$ cat config.mk
export PLATFORM = sky130hd
export DESIGN_NAME = line_raster_pixel_writer_core_flat
export DESIGN_NICKNAME = d
export VERILOG_FILES = /design/src/rtl/core/lrpw_pkg.sv /design/src/rtl/core/lrpw_stream_if.sv /design/src/rtl/core/lrpw_line_step.sv /design/src/rtl/core/lrpw_pixel_pack.sv /design/src/rtl/core/line_raster_pixel_writer_core.sv /design/src/flat_wrapper.sv
export SDC_FILE = /design/constraint.sdc
export NUM_CORES = 1
export LEC_CHECK = 0
export ABC_CLOCK_PERIOD_IN_PS = 6500
export BUFFER_PORTS_ARGS = -buffer_cell sky130_fd_sc_hd__buf_2
export CAP_MARGIN = 20
export CORE_MARGIN = 3
export CORE_UTILIZATION = 45
export DETAILED_ROUTE_END_ITERATION = 10
export PLACE_DENSITY = 0.62
export REMOVE_ABC_BUFFERS = 1
export SYNTH_ARGS = -nofsm -noshare
export SYNTH_HDL_FRONTEND = slang
export SYNTH_SLANG_ARGS = --single-unit
$ cat constraint.sdc
create_clock -name i_clk -period 6.5 [get_ports i_clk]
set_input_delay 0.325 -clock i_clk [delete_from_list [all_inputs] [get_ports i_clk]]
set_output_delay 0.325 -clock i_clk [all_outputs]
set_load 0.05 [all_outputs]
$ cat src/rtl/core/lrpw_pkg.sv
`timescale 1ns / 1ps
// Shared types and constants of the line raster pixel writer.
// No dependencies; every other file in rtl/core refers to it by scoped names.
package lrpw_pkg;

    localparam int FIELD_BITS     = 12;
    localparam int COLOR_BITS     = 32;
    localparam int ADDR_BITS      = 32;
    localparam int PITCH_BITS     = 15;
    localparam int BPP_BITS       = 3;
    localparam int APB_ADDR_BITS  = 4;
    localparam int APB_DATA_BITS  = 32;

    localparam logic [ADDR_BITS-1:0]  BASE_RESET  = '0;
    localparam logic [PITCH_BITS-1:0] PITCH_RESET = 15'd4096;
    localparam logic [BPP_BITS-1:0]   BPP_RESET   = 3'd4;

    // Command codes
    localparam logic FUNC_LOAD = 1'b0;
    localparam logic FUNC_STEP = 1'b1;

    // Register map, word index within the APB window
    typedef enum logic [1:0] {
        REG_FRAME_BASE      = 2'd0,
        REG_LINE_PITCH      = 2'd1,
        REG_BYTES_PER_PIXEL = 2'd2,
        REG_BIG_ENDIAN      = 2'd3
    } t_reg;

    typedef struct packed {
        logic [ADDR_BITS-1:0]  frame_base;
        logic [PITCH_BITS-1:0] line_pitch;
        logic [BPP_BITS-1:0]   bytes_per_pixel;
        logic                  big_endian;
    } t_cfg;

endpackage

$ cat src/rtl/core/lrpw_stream_if.sv
`timescale 1ns / 1ps
// Valid/ready stream interfaces for the command and pixel channels.
// Depends on lrpw_pkg for field widths.
interface lrpw_cmd_if;
    logic                             valid;
    logic                             ready;
    logic                             func;
    logic [lrpw_pkg::FIELD_BITS-1:0]  start_x;
    logic [lrpw_pkg::FIELD_BITS-1:0]  start_y;
    logic [lrpw_pkg::FIELD_BITS-1:0]  end_x;
    logic [lrpw_pkg::FIELD_BITS-1:0]  end_y;
    logic [lrpw_pkg::COLOR_BITS-1:0]  color;

    modport source (output valid, func, start_x, start_y, end_x, end_y, color,
                    input ready);
    modport sink   (input valid, func, start_x, start_y, end_x, end_y, color,
                    output ready);
endinterface

interface lrpw_pix_if;
    logic                             valid;
    logic                             ready;
    logic [lrpw_pkg::ADDR_BITS-1:0]   pixel_addr;
    logic [lrpw_pkg::COLOR_BITS-1:0]  pixel_bytes;
    logic [lrpw_pkg::FIELD_BITS-1:0]  pixel_x;
    logic [lrpw_pkg::FIELD_BITS-1:0]  pixel_y;
    logic                             last;

    modport source (output valid, pixel_addr, pixel_bytes, pixel_x, pixel_y, last,
                    input ready);
    modport sink   (input valid, pixel_addr, pixel_bytes, pixel_x, pixel_y, last,
                    output ready);
endinterface

$ cat src/rtl/core/lrpw_line_step.sv
`timescale 1ns / 1ps
// Bresenham line state and stepper: loads a line, emits one pixel record per step.
// Depends on lrpw_pkg.
module lrpw_line_step #(
    parameter int COORD_BITS = 12
) (
    input  logic                             i_clk,
    input  logic                             i_rst_n,
    input  logic                             i_valid,
    output logic                             o_ready,
    input  logic                             i_func,
    input  logic [lrpw_pkg::FIELD_BITS-1:0]  i_start_x,
    input  logic [lrpw_pkg::FIELD_BITS-1:0]  i_start_y,
    input  logic [lrpw_pkg::FIELD_BITS-1:0]  i_end_x,
    input  logic [lrpw_pkg::FIELD_BITS-1:0]  i_end_y,
    input  logic [lrpw_pkg::COLOR_BITS-1:0]  i_color,
    output logic                             o_valid,
    input  logic                             i_ready,
    output logic [COORD_BITS-1:0]            o_x,
    output logic [COORD_BITS-1:0]            o_y,
    output logic [lrpw_pkg::COLOR_BITS-1:0]  o_color,
    output logic                             o_last
);

    localparam int DW = COORD_BITS + 1;   // signed coordinate difference
    localparam int EW = COORD_BITS + 4;   // signed error term

    function automatic logic [COORD_BITS-1:0] step_coord(
        input logic [COORD_BITS-1:0] c,
        input logic                  neg
    );
        return neg ? c - 1'b1 : c + 1'b1;
    endfunction

    logic [COORD_BITS-1:0] r_cur_x, r_cur_y, r_stop_x, r_stop_y;
    logic [COORD_BITS-1:0] r_dmaj, r_dmin;
    logic [EW-1:0]         r_err;
    logic                  r_xmaj, r_xneg, r_yneg, r_active;
    logic [lrpw_pkg::COLOR_BITS-1:0] r_color;

    logic                  r_out_valid;
    logic [COORD_BITS-1:0] r_out_x, r_out_y;
    logic [lrpw_pkg::COLOR_BITS-1:0] r_out_color;
    logic                  r_out_last;

    // Load path
    logic [COORD_BITS-1:0] ld_sx, ld_sy, ld_ex, ld_ey;
    logic [DW-1:0]         ld_dx, ld_dy;
    logic [COORD_BITS-1:0] ld_adx, ld_ady, ld_dmaj, ld_dmin;
    logic                  ld_xneg, ld_yneg, ld_xmaj;
    logic [EW-1:0]         ld_err;

    // Step path
    logic                  minor_go;
    logic [COORD_BITS-1:0] n_cur_x, n_cur_y;
    logic [EW-1:0]         n_err;
    logic                  n_fin;
    logic                  accept;

    always_comb begin
        ld_sx   = COORD_BITS'(i_start_x);
        ld_sy   = COORD_BITS'(i_start_y);
        ld_ex   = COORD_BITS'(i_end_x);
        ld_ey   = COORD_BITS'(i_end_y);
        ld_dx   = {1'b0, ld_ex} - {1'b0, ld_sx};
        ld_dy   = {1'b0, ld_ey} - {1'b0, ld_sy};
        ld_xneg = ld_dx[DW-1] || (ld_dx == '0);
        ld_yneg = ld_dy[DW-1] || (ld_dy == '0);
        ld_adx  = ld_dx[DW-1] ? COORD_BITS'(-ld_dx) : COORD_BITS'(ld_dx);
        ld_ady  = ld_dy[DW-1] ? COORD_BITS'(-ld_dy) : COORD_BITS'(ld_dy);
        ld_xmaj = ld_adx > ld_ady;
        ld_dmaj = ld_xmaj ? ld_adx : ld_ady;
        ld_dmin = ld_xmaj ? ld_ady : ld_adx;
        ld_err  = EW'({ld_dmin, 1'b0}) - EW'(ld_dmaj);
    end

    always_comb begin
        minor_go = !r_err[EW-1];
        n_err    = r_err + EW'({r_dmin, 1'b0})
                 - (minor_go ? EW'({r_dmaj, 1'b0}) : '0);
        if (r_xmaj) begin
            n_cur_x = step_coord(r_cur_x, r_xneg);
            n_cur_y = minor_go ? step_coord(r_cur_y, r_yneg) : r_cur_y;
            n_fin   = (n_cur_x == r_stop_x);
        end else begin
            n_cur_x = minor_go ? step_coord(r_cur_x, r_xneg) : r_cur_x;
            n_cur_y = step_coord(r_cur_y, r_yneg);
            n_fin   = (n_cur_y == r_stop_y);
        end
    end

    assign o_ready = !r_out_valid || i_ready;
    assign accept  = i_valid && o_ready;

    always_ff @(posedge i_clk) begin
        if (!i_rst_n) begin
            r_cur_x     <= '0;
            r_cur_y     <= '0;
            r_stop_x    <= '0;
            r_stop_y    <= '0;
            r_dmaj      <= '0;
            r_dmin      <= '0;
            r_err       <= '0;
            r_xmaj      <= 1'b0;
            r_xneg      <= 1'b0;
            r_yneg      <= 1'b0;
            r_color     <= '0;
            r_active    <= 1'b0;
            r_out_valid <= 1'b0;
        end else begin
            if (accept && (i_func == lrpw_pkg::FUNC_STEP) && r_active) begin
                r_out_valid <= 1'b1;
            end else if (i_ready) begin
                r_out_valid <= 1'b0;
            end
            if (accept) begin
                if (i_func == lrpw_pkg::FUNC_LOAD) begin
                    r_cur_x  <= ld_sx;
                    r_cur_y  <= ld_sy;
                    r_stop_x <= ld_ex;
                    r_stop_y <= ld_ey;
                    r_dmaj   <= ld_dmaj;
                    r_dmin   <= ld_dmin;
                    r_err    <= ld_err;
                    r_xmaj   <= ld_xmaj;
                    r_xneg   <= ld_xneg;
                    r_yneg   <= ld_yneg;
                    r_color  <= i_color;
                    r_active <= (ld_dmaj != '0);
                end else if (r_active) begin
                    r_cur_x     <= n_cur_x;
                    r_cur_y     <= n_cur_y;
                    r_err       <= n_err;
                    r_active    <= !n_fin;
                end
            end
        end
    end

    // Pixel record: payload only, no reset
    always_ff @(posedge i_clk) begin
        if (accept && (i_func == lrpw_pkg::FUNC_STEP) && r_active) begin
            r_out_x     <= r_cur_x;
            r_out_y     <= r_cur_y;
            r_out_color <= r_color;
            r_out_last  <= n_fin;
        end
    end

    assign o_valid = r_out_valid;
    assign o_x     = r_out_x;
    assign o_y     = r_out_y;
    assign o_color = r_out_color;
    assign o_last  = r_out_last;

endmodule

$ cat src/rtl/core/lrpw_pixel_pack.sv
`timescale 1ns / 1ps
// Address and byte-lane packing of one pixel record into the output register.
// Depends on lrpw_pkg (t_cfg and field widths).
module lrpw_pixel_pack #(
    parameter int COORD_BITS = 12
) (
    input  logic                             i_clk,
    input  logic                             i_rst_n,
    input  lrpw_pkg::t_cfg                   i_cfg,
    input  logic                             i_valid,
    output logic                             o_ready,
    input  logic [COORD_BITS-1:0]            i_x,
    input  logic [COORD_BITS-1:0]            i_y,
    input  logic [lrpw_pkg::COLOR_BITS-1:0]  i_color,
    input  logic                             i_last,
    output logic                             o_valid,
    input  logic                             i_ready,
    output logic [lrpw_pkg::ADDR_BITS-1:0]   o_addr,
    output logic [lrpw_pkg::COLOR_BITS-1:0]  o_bytes,
    output logic [lrpw_pkg::FIELD_BITS-1:0]  o_x,
    output logic [lrpw_pkg::FIELD_BITS-1:0]  o_y,
    output logic                             o_last
);

    localparam int YOFF_BITS = COORD_BITS + lrpw_pkg::PITCH_BITS;
    localparam int XOFF_BITS = COORD_BITS + lrpw_pkg::BPP_BITS;

    // Byte k of the result takes color byte k, or byte n-1-k in big-endian order
    function automatic logic [lrpw_pkg::COLOR_BITS-1:0] pack_color(
        input logic [lrpw_pkg::COLOR_BITS-1:0] col,
        input logic [2:0]                      n,
        input logic                            big
    );
        logic [lrpw_pkg::COLOR_BITS-1:0] res;
        logic [1:0]                      src;
        res = '0;
        for (int k = 0; k < 4; k++) begin
            src = big ? 2'(n - 3'(k) - 3'd1) : 2'(k);
            if (3'(k) < n) begin
                res[8*k +: 8] = col[8*src +: 8];
            end
        end
        return res;
    endfunction

    logic [2:0]                        nbytes;
    logic [YOFF_BITS-1:0]              y_off;
    logic [XOFF_BITS-1:0]              x_off;
    logic [lrpw_pkg::ADDR_BITS-1:0]    n_addr;
    logic                              accept;

    logic                              r_valid;
    logic [lrpw_pkg::ADDR_BITS-1:0]    r_addr;
    logic [lrpw_pkg::COLOR_BITS-1:0]   r_bytes;
    logic [lrpw_pkg::FIELD_BITS-1:0]   r_x, r_y;
    logic                              r_last;

    always_comb begin
        if (i_cfg.bytes_per_pixel == 3'd0) begin
            nbytes = 3'd1;
        end else if (i_cfg.bytes_per_pixel > 3'd4) begin
            nbytes = 3'd4;
        end else begin
            nbytes = i_cfg.bytes_per_pixel;
        end
    end

    assign y_off  = i_y * i_cfg.line_pitch;
    assign x_off  = i_x * nbytes;
    assign n_addr = i_cfg.frame_base + lrpw_pkg::ADDR_BITS'(y_off)
                  + lrpw_pkg::ADDR_BITS'(x_off);

    assign o_ready = !r_valid || i_ready;
    assign accept  = i_valid && o_ready;

    always_ff @(posedge i_clk) begin
        if (!i_rst_n) begin
            r_valid <= 1'b0;
        end else if (o_ready) begin
            r_valid <= i_valid;
        end
    end

    always_ff @(posedge i_clk) begin
        if (accept) begin
            r_addr  <= n_addr;
            r_bytes <= pack_color(i_color, nbytes, i_cfg.big_endian);
            r_x     <= lrpw_pkg::FIELD_BITS'(i_x);
            r_y     <= lrpw_pkg::FIELD_BITS'(i_y);
            r_last  <= i_last;
        end
    end

    assign o_valid = r_valid;
    assign o_addr  = r_addr;
    assign o_bytes = r_bytes;
    assign o_x     = r_x;
    assign o_y     = r_y;
    assign o_last  = r_last;

endmodule

$ cat src/rtl/core/line_raster_pixel_writer_core.sv
`timescale 1ns / 1ps
// Line raster pixel writer: Bresenham stepper plus frame buffer address/byte packing.
// Depends on lrpw_pkg, lrpw_stream_if, lrpw_line_step and lrpw_pixel_pack.
//
// Usage:
//   i_cmd carries commands. func = load takes two endpoints and a color and
//   gives no pixel; func = step emits the next pixel of the current line, or
//   nothing when no line is active. The end point is never drawn.
//   o_pix carries pixels: byte address, color bytes in memory order,
//   coordinates and a last flag on the final pixel of the line.
//   The APB port sets frame_base (0x0), line_pitch (0x4), bytes_per_pixel
//   (0x8) and big_endian (0xC); write it only while the block is idle.
// Timing:
//   One command per clock while i_cmd.ready is high. An accepted step's pixel passes
//   through the stepper register and then the output register (address
//   multiply-add and packing) before it shows on o_pix.
// Reset (synchronous, active low) drops any line, empties both stages and
//   returns the registers to base 0, pitch 4096, 4 bytes, little endian.
// Stall: with o_pix.ready low both stages fill and i_cmd.ready falls; a
//   waiting pixel holds until taken.
module line_raster_pixel_writer_core #(
    parameter int COORD_BITS = 12
) (
    input  logic                                i_clk,
    input  logic                                i_rst_n,
    lrpw_cmd_if.sink                            i_cmd,
    lrpw_pix_if.source                          o_pix,
    input  logic                                psel,
    input  logic                                penable,
    input  logic                                pwrite,
    input  logic [lrpw_pkg::APB_ADDR_BITS-1:0]  paddr,
    input  logic [lrpw_pkg::APB_DATA_BITS-1:0]  pwdata,
    output logic [lrpw_pkg::APB_DATA_BITS-1:0]  prdata,
    output logic                                pready
);

    lrpw_pkg::t_cfg r_cfg;
    lrpw_pkg::t_reg reg_sel;
    logic           cfg_wr;

    logic                             step_valid, step_ready, step_last;
    logic [COORD_BITS-1:0]            step_x, step_y;
    logic [lrpw_pkg::COLOR_BITS-1:0]  step_color;

    assign pready  = 1'b1;
    assign reg_sel = lrpw_pkg::t_reg'(paddr[3:2]);
    assign cfg_wr  = psel && penable && pwrite && pready;

    always_ff @(posedge i_clk) begin
        if (!i_rst_n) begin
            r_cfg.frame_base      <= lrpw_pkg::BASE_RESET;
            r_cfg.line_pitch      <= lrpw_pkg::PITCH_RESET;
            r_cfg.bytes_per_pixel <= lrpw_pkg::BPP_RESET;
            r_cfg.big_endian      <= 1'b0;
        end else if (cfg_wr) begin
            case (reg_sel)
                lrpw_pkg::REG_FRAME_BASE: begin
                    r_cfg.frame_base <= pwdata;
                end
                lrpw_pkg::REG_LINE_PITCH: begin
                    r_cfg.line_pitch <= pwdata[lrpw_pkg::PITCH_BITS-1:0];
                end
                lrpw_pkg::REG_BYTES_PER_PIXEL: begin
                    r_cfg.bytes_per_pixel <= pwdata[lrpw_pkg::BPP_BITS-1:0];
                end
                lrpw_pkg::REG_BIG_ENDIAN: begin
                    r_cfg.big_endian <= pwdata[0];
                end
                default: begin
                end
            endcase
        end
    end

    always_comb begin
        case (reg_sel)
            lrpw_pkg::REG_FRAME_BASE:      prdata = r_cfg.frame_base;
            lrpw_pkg::REG_LINE_PITCH:      prdata = 32'(r_cfg.line_pitch);
            lrpw_pkg::REG_BYTES_PER_PIXEL: prdata = 32'(r_cfg.bytes_per_pixel);
            lrpw_pkg::REG_BIG_ENDIAN:      prdata = 32'(r_cfg.big_endian);
            default:                       prdata = '0;
        endcase
    end

    lrpw_line_step #(
        .COORD_BITS (COORD_BITS)
    ) u_step (
        .i_clk     (i_clk),
        .i_rst_n   (i_rst_n),
        .i_valid   (i_cmd.valid),
        .o_ready   (i_cmd.ready),
        .i_func    (i_cmd.func),
        .i_start_x (i_cmd.start_x),
        .i_start_y (i_cmd.start_y),
        .i_end_x   (i_cmd.end_x),
        .i_end_y   (i_cmd.end_y),
        .i_color   (i_cmd.color),
        .o_valid   (step_valid),
        .i_ready   (step_ready),
        .o_x       (step_x),
        .o_y       (step_y),
        .o_color   (step_color),
        .o_last    (step_last)
    );

    lrpw_pixel_pack #(
        .COORD_BITS (COORD_BITS)
    ) u_pack (
        .i_clk   (i_clk),
        .i_rst_n (i_rst_n),
        .i_cfg   (r_cfg),
        .i_valid (step_valid),
        .o_ready (step_ready),
        .i_x     (step_x),
        .i_y     (step_y),
        .i_color (step_color),
        .i_last  (step_last),
        .o_valid (o_pix.valid),
        .i_ready (o_pix.ready),
        .o_addr  (o_pix.pixel_addr),
        .o_bytes (o_pix.pixel_bytes),
        .o_x     (o_pix.pixel_x),
        .o_y     (o_pix.pixel_y),
        .o_last  (o_pix.last)
    );

endmodule

$ cat src/flat_wrapper.sv
// flat-port wrapper written by rule: the top's interface ports become plain ports
module line_raster_pixel_writer_core_flat 
#(
    parameter int COORD_BITS = 12
)
  (i_clk, i_rst_n, psel, penable, pwrite, paddr, pwdata, prdata, pready, i_cmd_valid, i_cmd_func, i_cmd_start_x, i_cmd_start_y, i_cmd_end_x, i_cmd_end_y, i_cmd_color, i_cmd_ready, o_pix_valid, o_pix_pixel_addr, o_pix_pixel_bytes, o_pix_pixel_x, o_pix_pixel_y, o_pix_last, o_pix_ready);
  lrpw_cmd_if i_cmd_i ();
  lrpw_pix_if o_pix_i ();
  input  logic i_clk;
  input  logic i_rst_n;
  input  logic psel;
  input  logic penable;
  input  logic pwrite;
  input  logic [lrpw_pkg::APB_ADDR_BITS-1:0] paddr;
  input  logic [lrpw_pkg::APB_DATA_BITS-1:0] pwdata;
  output logic [lrpw_pkg::APB_DATA_BITS-1:0] prdata;
  output logic pready;
  input wire logic [$bits(i_cmd_i.valid)-1:0] i_cmd_valid;
  input wire logic [$bits(i_cmd_i.func)-1:0] i_cmd_func;
  input wire logic [$bits(i_cmd_i.start_x)-1:0] i_cmd_start_x;
  input wire logic [$bits(i_cmd_i.start_y)-1:0] i_cmd_start_y;
  input wire logic [$bits(i_cmd_i.end_x)-1:0] i_cmd_end_x;
  input wire logic [$bits(i_cmd_i.end_y)-1:0] i_cmd_end_y;
  input wire logic [$bits(i_cmd_i.color)-1:0] i_cmd_color;
  output wire logic [$bits(i_cmd_i.ready)-1:0] i_cmd_ready;
  output wire logic [$bits(o_pix_i.valid)-1:0] o_pix_valid;
  output wire logic [$bits(o_pix_i.pixel_addr)-1:0] o_pix_pixel_addr;
  output wire logic [$bits(o_pix_i.pixel_bytes)-1:0] o_pix_pixel_bytes;
  output wire logic [$bits(o_pix_i.pixel_x)-1:0] o_pix_pixel_x;
  output wire logic [$bits(o_pix_i.pixel_y)-1:0] o_pix_pixel_y;
  output wire logic [$bits(o_pix_i.last)-1:0] o_pix_last;
  input wire logic [$bits(o_pix_i.ready)-1:0] o_pix_ready;
  assign i_cmd_i.valid = i_cmd_valid;
  assign i_cmd_i.func = i_cmd_func;
  assign i_cmd_i.start_x = i_cmd_start_x;
  assign i_cmd_i.start_y = i_cmd_start_y;
  assign i_cmd_i.end_x = i_cmd_end_x;
  assign i_cmd_i.end_y = i_cmd_end_y;
  assign i_cmd_i.color = i_cmd_color;
  assign i_cmd_ready = i_cmd_i.ready;
  assign o_pix_valid = o_pix_i.valid;
  assign o_pix_pixel_addr = o_pix_i.pixel_addr;
  assign o_pix_pixel_bytes = o_pix_i.pixel_bytes;
  assign o_pix_pixel_x = o_pix_i.pixel_x;
  assign o_pix_pixel_y = o_pix_i.pixel_y;
  assign o_pix_last = o_pix_i.last;
  assign o_pix_i.ready = o_pix_ready;
  line_raster_pixel_writer_core #(.COORD_BITS(COORD_BITS)) u_core (.i_clk(i_clk), .i_rst_n(i_rst_n), .i_cmd(i_cmd_i), .o_pix(o_pix_i), .psel(psel), .penable(penable), .pwrite(pwrite), .paddr(paddr), .pwdata(pwdata), .prdata(prdata), .pready(pready));
endmodule
==> results of run 1 <==
power by group:
group	total, mW	internal, mW	switching, mW
sequential	2.33	2.25	0.0836
combinational	4.34	2.11	2.23
clock	2.25	1.33	0.912
kinds of logic (layout without fill, tap and decap cells):
| logic type | count (synthesis) | count (layout) | share of synthesized area, % |
|---|---|---|---|
| other cells | 1 | 5 | 0.01479 |
| buf+inv | 480 | 1120 | 7.160 |
| fa+ha+maj | 381 | 381 | 24.95 |
| flops | 322 | 322 | 31.19 |
| xor+xnor | 124 | 124 | 4.313 |
| compound gates | 491 | 491 | 13.57 |
| mux | 61 | 61 | 3.647 |
| simple gates | 853 | 853 | 15.15 |
final cells by class:
cell class              instances  area (um2)  area share, %
diodes                          4       10.01        0.03066
clock buffers                  48        1060          3.246
clock inverters                22       279.0         0.8547
inverters                     364        1369          4.193
multi-input cells            1911       16300          49.93
flip-flops and latches        322        7924          24.27
well taps                     748       935.9          2.867
repair buffers                686        4770          14.61
metrics by stage:
step	instances	power, mW	utilization, %	TNS, ns	hold slack, ns
finish	4105	8.920	58.91	-0.5922	0.02661
global route	4105	9.469	58.91	-3.041	0.01631
CTS	4085	8.623	57.93	-1.410	0.0009562
detailed placement	3952	6.243	53.88	-11.41	0.4145
global placement	3952	6.156	53.88	-8.917	0.4112
floorplan	2597	4.653	-	-7.923	0.3869
what timing repair did:
action / CTS / global route
pin swaps: 70 / 101
gates resized for setup: 89 / 89
hold endpoints to repair: 33 / 0
endpoints found under the setup margin: 18 / 20
setup buffers: 29 / 18
cloned: 2 / 0
hold buffers: 32 / 0
worst max-delay path: stages (launching register included):
cell and delay (ns):
edfxtp_1 0.52, buf_4 0.20, buf_4 0.12, and2_1 0.17
fa_1 0.42, inv_1 0.09, fa_1 0.40, inv_1 0.09
ha_1 0.27, fa_1 0.56, inv_2 0.04, fa_1 0.55
inv_2 0.04, fa_1 0.55, ha_4 0.22, a21oi_2 0.12
o21bai_1 0.07, a41o_1 0.24, a221o_1 0.36, a41o_1 0.31
a21oi_4 0.21, a211oi_4 0.10, o21ai_2 0.17, a21boi_2 0.10
o31ai_4 0.22, nand2b_1 0.11, a21oi_2 0.17, xnor2_1 0.08
registers in the layout, summed over array words and instances (netlist names), 12 cells and up:
name	flops
u_core.u_pack.o_x	12
u_core.r_cfg	51
u_core.u_step.r_err	15
u_core.u_step.r_cur_y	12
u_core.u_step.r_color	32
u_core.u_step.o_y	12
u_core.u_step.r_dmaj	12
u_core.u_pack.o_addr	32
u_core.u_pack.o_bytes	32
u_core.u_step.r_stop_x	12
u_core.u_step.o_color	32
u_core.u_pack.o_y	12
u_core.u_step.r_dmin	12
u_core.u_step.r_stop_y	12
u_core.u_step.r_cur_x	12
u_core.u_step.o_x	12
layout by cell type (no fill, tap or decap), types with 12 or more instances in the layout:
| cell type | Yosys | routed |
|---|---|---|
| o211a_1 | 24 | 24 |
| o21a_1 | 15 | 14 |
| edfxtp_1 | 146 | 146 |
| a21o_1 | 13 | 13 |
| mux4_2 | 25 | 25 |
| o211ai_1 | 32 | 32 |
| nand2_1 | 499 | 487 |
| inv_2 | 0 | 15 |
| nand2b_1 | 14 | 12 |
| nor2b_1 | 55 | 53 |
| dfxtp_1 | 176 | 167 |
| mux2i_1 | 35 | 34 |
| xor2_1 | 40 | 39 |
| ha_4 | 0 | 15 |
| inv_1 | 363 | 347 |
| o21ai_0 | 70 | 61 |
| buf_6 | 1 | 18 |
| and2_1 | 86 | 83 |
| buf_4 | 1 | 386 |
| o21bai_1 | 23 | 21 |
| dlygate4sd3_1 | 0 | 32 |
| nor2_1 | 93 | 91 |
| a21oi_1 | 102 | 79 |
| a21boi_0 | 126 | 124 |
| nand3_1 | 12 | 12 |
| nor3_1 | 26 | 21 |
| ha_1 | 172 | 155 |
| fa_1 | 208 | 197 |
| buf_2 | 1 | 244 |
| a21oi_2 | 2 | 22 |
| clkbuf_16 | 0 | 39 |
| xnor2_1 | 83 | 83 |
routing by layer:
metal / global-route usage [%] / routed length [um] / up-vias
met5: 0 / 31 / -
met4: 6.784 / 1915 / 6
met3: 3.445 / 3372 / 120
met2: 41.48 / 35380 / 508
met1: 31.55 / 31800 / 10451
li1: - / - / 10191
worst max path at each step:
stage / start / to / slack [ns] / cells after the start
2_1_floorplan: u_core.r_cfg[3] / u_core.u_pack.o_addr[29] / -0.61 / 27
3_3_place_gp: u_core.r_cfg[1] / u_core.u_pack.o_addr[28] / -0.68 / 32
3_5_place_dp: u_core.r_cfg[1] / u_core.u_pack.o_addr[28] / -0.77 / 32
4_1_cts: u_core.r_cfg[1] / u_core.u_pack.o_addr[29] / -0.33 / 29
5_1_grt: u_core.r_cfg[1] / u_core.u_pack.o_addr[31] / -0.49 / 28
6_report: u_core.u_step.o_y[8] / u_core.u_pack.o_addr[29] / -0.24 / 27
==> results.py, run 1 <==
metrics = {
    "synth": {
        "async_flop_share_pct": 0,
        "synthCells": 2713,
        "ys_ff_latch": 322,
        "yosys_warnings": 0,
        "netlist_area_um2": 25360,
        "synth.most_common_cell": "nand2_1",
        "yosys.area.top_type": "edfxtp_1",
        "synth_flop_cell": "dfxtp_1",
        "synth_top_area_share_pct": 17.29,
        "yosys.cell_types.count": 91,
        "synth-edff-count": 146,
        "synth.area.top_cells": "edfxtp_1 (17%), fa_1 (16%), dfxtp_1 (14%)",
        "synth.avg_cell_area_um2": 9.346,
        "synthTopCellsByCount": "nand2_1 (499), inv_1 (363), fa_1 (208)",
        "seq_area_frac_synth_pct": 31.19,
    },
    "detailed_routing": {
        "first_iter_violations": 932,
        "first_pass_iters": 5,
        "via_per_inst": 5.183,
        "routed_wirelength_mm": 72.50,
        "num_vias": 21276,
        "ant_nets": 0,
        "wl_per_cell_um": 17.66,
        "drc": 0,
    },
    "timing": {
        "fin_crit_sh_pct": 103.7,
        "slew-limit-headroom_pct": 38.34,
        "fin_ws_ns": -0.2375,
        "fin_skew_ns": 0.02691,
        "slew_violations": 0,
        "worstMarginPinSlew_ns": 0.9216,
        "fmax_mhz": 148.4,
        "hold_viol": 0,
        "period_needed_ns": 6.737,
        "rsz0062_at_grt": "yes",
        "finalSetupViolCount": 5,
    },
    "worst_setup_path": {
        "setup.worst_path.class": "reg2reg",
        "end_kind": "flip-flop",
        "timing.rr.end": "u_core.u_pack.o_addr[29]",
        "cp_max_fo": 5,
        "arrival_ns": 7.04,
        "critPathLaunchType": "flip-flop",
        "r2r_setup_slack_ns": -0.24,
        "r2r_cells": 27,
        "rr_startpoint": "u_core.u_step.o_y[8]",
        "cp.required_ns": 6.81,
    },
    "place": {
        "port_buffers": 244,
        "dp_slack_ns": -0.7685,
        "placed_area_um2": 29860,
        "dp_hpwl_mm": 55.79,
        "gp_congestion": 0.8995,
    },
    "cells_and_area": {
        "fill_cells": 4759,
        "nets": 3827,
        "area_delta_synth_final_pct": 28.74,
        "final_area_um2": 32650,
        "drive_gt1_share_pct": 26.93,
    },
    "worst_hold_path": {
        "hp-start": "i_cmd_color[23]",
        "min_delay_worst_endpoint": "u_core.u_step.r_color[23]",
        "hold_depth": 3,
        "hp-class": "in2reg",
    },
    "pwr": {
        "vdd_drop_max_uv": 344.5,
        "p_leak_nw": 14.80,
        "power.density_nw_per_um2": 273.2,
    },
    "clock_tree": {
        "cts_tree": "yes",
        "clock_latency_ns": 0.57,
        "htreeDepth": 2,
        "cts_root_buf": "clkbuf_16",
        "cts_sinks": 322,
        "clockBufferDepth": 3,
        "clk_pin_slew_worst_paths_ns": 0.06,
        "cts_made_buffers": 38,
    },
    "global_routing": {
        "antenna_found_initial": 8,
        "grt_pass1_wl_mm": 114.5,
        "grt_pass1_vias": 21712,
        "grt_max_degree": 80,
        "grt.overflow.total": 0,
        "grt.total_usage_pct": 24.04,
    },
    "floorplan": {
        "dieWidth_um": 243.4,
        "die_h_um": 243.4,
        "ioPinCount": 248,
        "core_area_um2": 55420,
        "die-area_um2": 59230,
        "initial_core_util_pct": 45.76,
        "rows": 86,
    },
    "run": {
        "drv_cap": 0,
    },
    "run_status": {
        "violations": "setup timing",
        "status": "complete, but fails checks",
    },
}
Note: power is estimated with default switching activity, not from simulation.
==> run 2, diff against run 1 <==
- GPL_TIMING_DRIVEN: unset -> 0
- SYNTH_HIERARCHICAL: unset -> 1
==> run 2 against run 1 <==
Compared with the run above: the run now ends clean; register-to-register slack gained 0.51 ns; cell area down 6.9%; combinational power down 24%.
==> results.py, run 2 <==
metrics = {
    "run_status": {
        "status": "finished clean",
    },
    "place": {
        "dp_hpwl_mm": 53.53,
        "port_buffers": 244,
        "placed_cells": 3697,
        "dp_slack_ns": -2.043,
        "gp_congestion": 0.8709,
        "placed_area_um2": 28000,
    },
    "pwr": {
        "vdd_drop_max_uv": 219.1,
        "power.density_nw_per_um2": 259.3,
        "p_leak_nw": 13.50,
    },
    "worst_setup_path": {
        "setup.worst_path.class": "in2reg",
        "cp.required_ns": 6.95,
        "arrival_ns": 6.92,
        "end_kind": "flip-flop",
        "r2r_cells": 21,
        "critPathLaunchType": "input port",
        "max_stage_delay_ns": 0.51,
        "cp_max_fo": 5,
        "cp_slowest_cell": "nor4_2",
    },
    "detailed_routing": {
        "first_iter_violations": 987,
        "drc": 0,
        "ant_nets": 0,
        "wl_per_cell_um": 18.46,
        "via_per_inst": 5.299,
        "routed_wirelength_mm": 70.84,
        "first_pass_iters": 5,
        "num_vias": 20339,
    },
    "timing": {
        "period_needed_ns": 6.466,
        "slew-limit-headroom_pct": 24.21,
        "hold_viol": 0,
        "fin_ws_ns": 0.03446,
        "fin_skew_ns": 0.02768,
        "rsz0062_at_grt": "yes",
        "worstMarginPinSlew_ns": 1.123,
        "fmax_mhz": 154.7,
        "fin_crit_sh_pct": 99.47,
        "slew_violations": 0,
        "finalSetupViolCount": 0,
    },
    "synth": {
        "netlist_area_um2": 26100,
        "yosys_warnings": 6,
        "yosys.area.top_type": "edfxtp_1",
        "synth.most_common_cell": "nand2_1",
        "yosys.cell_types.count": 95,
        "synthTopCellsByCount": "nand2_1 (427), inv_1 (395), fa_1 (208)",
        "synth_top_area_share_pct": 16.80,
        "async_flop_share_pct": 0,
        "synthCells": 2805,
        "ys_ff_latch": 322,
        "synth.avg_cell_area_um2": 9.306,
        "synth_flop_cell": "dfxtp_1",
        "seq_area_frac_synth_pct": 30.29,
        "synth-edff-count": 146,
        "synth.area.top_cells": "edfxtp_1 (17%), fa_1 (16%), dfxtp_1 (13%)",
    },
    "global_routing": {
        "grt_pass1_wl_mm": 111.2,
        "grt.total_usage_pct": 22.97,
        "grt.overflow.total": 0,
        "grt_pass1_vias": 20893,
        "grt_max_degree": 71,
        "antenna_found_initial": 0,
    },
    "floorplan": {
        "dieWidth_um": 246.9,
        "initial_core_util_pct": 45.85,
        "rows": 87,
        "ioPinCount": 248,
        "die-area_um2": 60930,
        "core_area_um2": 56930,
        "die_h_um": 246.9,
    },
    "clock_tree": {
        "clk_pin_slew_worst_paths_ns": 0.06,
        "cts_tree": "yes",
        "cts_made_buffers": 39,
        "htreeDepth": 2,
        "clockBufferDepth": 3,
        "cts_sinks": 322,
        "cts_root_buf": "clkbuf_16",
        "clock_latency_ns": 0.57,
    },
    "cells_and_area": {
        "fill_cells": 5189,
        "area_delta_synth_final_pct": 16.43,
        "antenna_cells": 0,
        "top_register": "u_core/r_cfg",
        "drive_gt1_share_pct": 15.70,
        "final_common_cell": "nand2_1",
        "largest_reg_flops": 51,
        "finalNonFillerCells": 3838,
        "layout_common_cells": "nand2_1 (426), inv_1 (391), buf_2 (242)",
        "nets": 3559,
        "final_area_um2": 30390,
    },
    "worst_hold_path": {
        "hp-class": "in2reg",
        "hold_depth": 3,
    },
    "run": {
        "drv_cap": 0,
    },
}
==> run 2: cell types whose count changed after synthesis, moves of 12 or more <==
cell / before / now
a21boi_0: 126 / 5
nand2_1: 499 / 427
and2_1: 86 / 148
a21oi_1: 102 / 159
mux2i_1: 35 / 84
inv_1: 363 / 395
o211a_1: 24 / 0
clkbuf_1: 103 / 81
nor2_1: 93 / 115
a21o_1: 13 / 29
nand3_1: 12 / 27
o21ai_0: 70 / 82
==> run 2: cells by family after synthesis <==
kind of cell             after synthesis  share of synthesized area, %
XOR/XNOR                             127                         4.261
other                                  1                       0.01437
buffers and inverters                521                         8.062
flip-flops                           322                         30.29
AND/OR/NAND/NOR                      885                         16.11
AO/OA/AOI/OAI                        442                         10.82
multiplexers                         122                         6.015
adder cells (fa/ha/maj)              385                         24.43
==> run 2: path summary, 6_finish.rpt <==
| check | slack, ns | from | to |
|---|---|---|---|
| worst max register to register | 0.27 | u_core/r_cfg[3] | u_core/u_pack/o_addr[31] |
| worst min-delay path | 0.03 | i_cmd_color[5] | u_core/u_step/r_color[5] |
| worst min register to register | 0.43 | u_core/u_step/r_color[12] | u_core/u_step/o_color[12] |
| worst max-delay path | 0.03 | i_cmd_end_x[0] | u_core/u_step/r_err[12] |
==> run 2: metal layers <==
| metal | vias to the layer above | GRT usage, % | wire length, um |
|---|---|---|---|
| met1 | 9862 | 28.85 | 29870 |
| met3 | 126 | 2.993 | 3430 |
| met4 | 0 | 8.322 | 2263 |
| met5 | - | 0 | 0 |
| li1 | 9773 | - | - |
| met2 | 578 | 40.44 | 35280 |
==> run 2: area by class of cell <==
cell class	count	area (um2)	share of cell area (%)
Inverter	397	1495	4.920
Clock inverter	23	256.5	0.8439
Tap cell	756	945.9	3.112
Sequential cell	322	7913	26.03
Multi-Input combinational cell	1963	16500	54.30
Clock buffer	48	1040	3.421
Timing Repair Buffer	329	2240	7.369
==> run 2: metrics by stage <==
| stage | hold slack, ns | util [%] | total power [mW] | setup TNS, ns |
|---|---|---|---|---|
| 3_5_place_dp | 0.4146 | 49.19 | 5.213 | -31.29 |
| 6_report | 0.02691 | 53.39 | 7.881 | 0 |
| 2_1_floorplan | 0.4003 | - | 4.526 | -8.096 |
| 4_1_cts | 0.0002159 | 52.64 | 7.630 | 0 |
| 5_1_grt | 0.01707 | 53.39 | 8.381 | -0.5829 |
| 3_3_place_gp | 0.4116 | 48.58 | 5.116 | -38.14 |
==> run 2: what timing repair did <==
action | in CTS | in global routing
hold buffers | 43 | 0
hold endpoints to repair | 43 | 0
buffers inserted | 12 | 13
gates resized for setup | 29 | 55
gates cloned | 1 | 1
pin swaps | 7 | 6
endpoints found under the setup margin | 35 | 20
==> run 2: power breakdown <==
part / total (mW) / internal, mW / switching (mW)
Clock: 2.22 / 1.31 / 0.913
Combinational: 3.31 / 1.45 / 1.86
Sequential: 2.34 / 2.24 / 0.102
==> run 2: worst max-delay path: cells and delay by family <==
family / cells / cell delay (ns)
xor+xnor: 2 / 0.55
mux: 1 / 0.32
fa+ha+maj: 6 / 1.85
buf+inv: 5 / 0.41
simple gates: 4 / 0.77
compound gates: 16 / 2.68
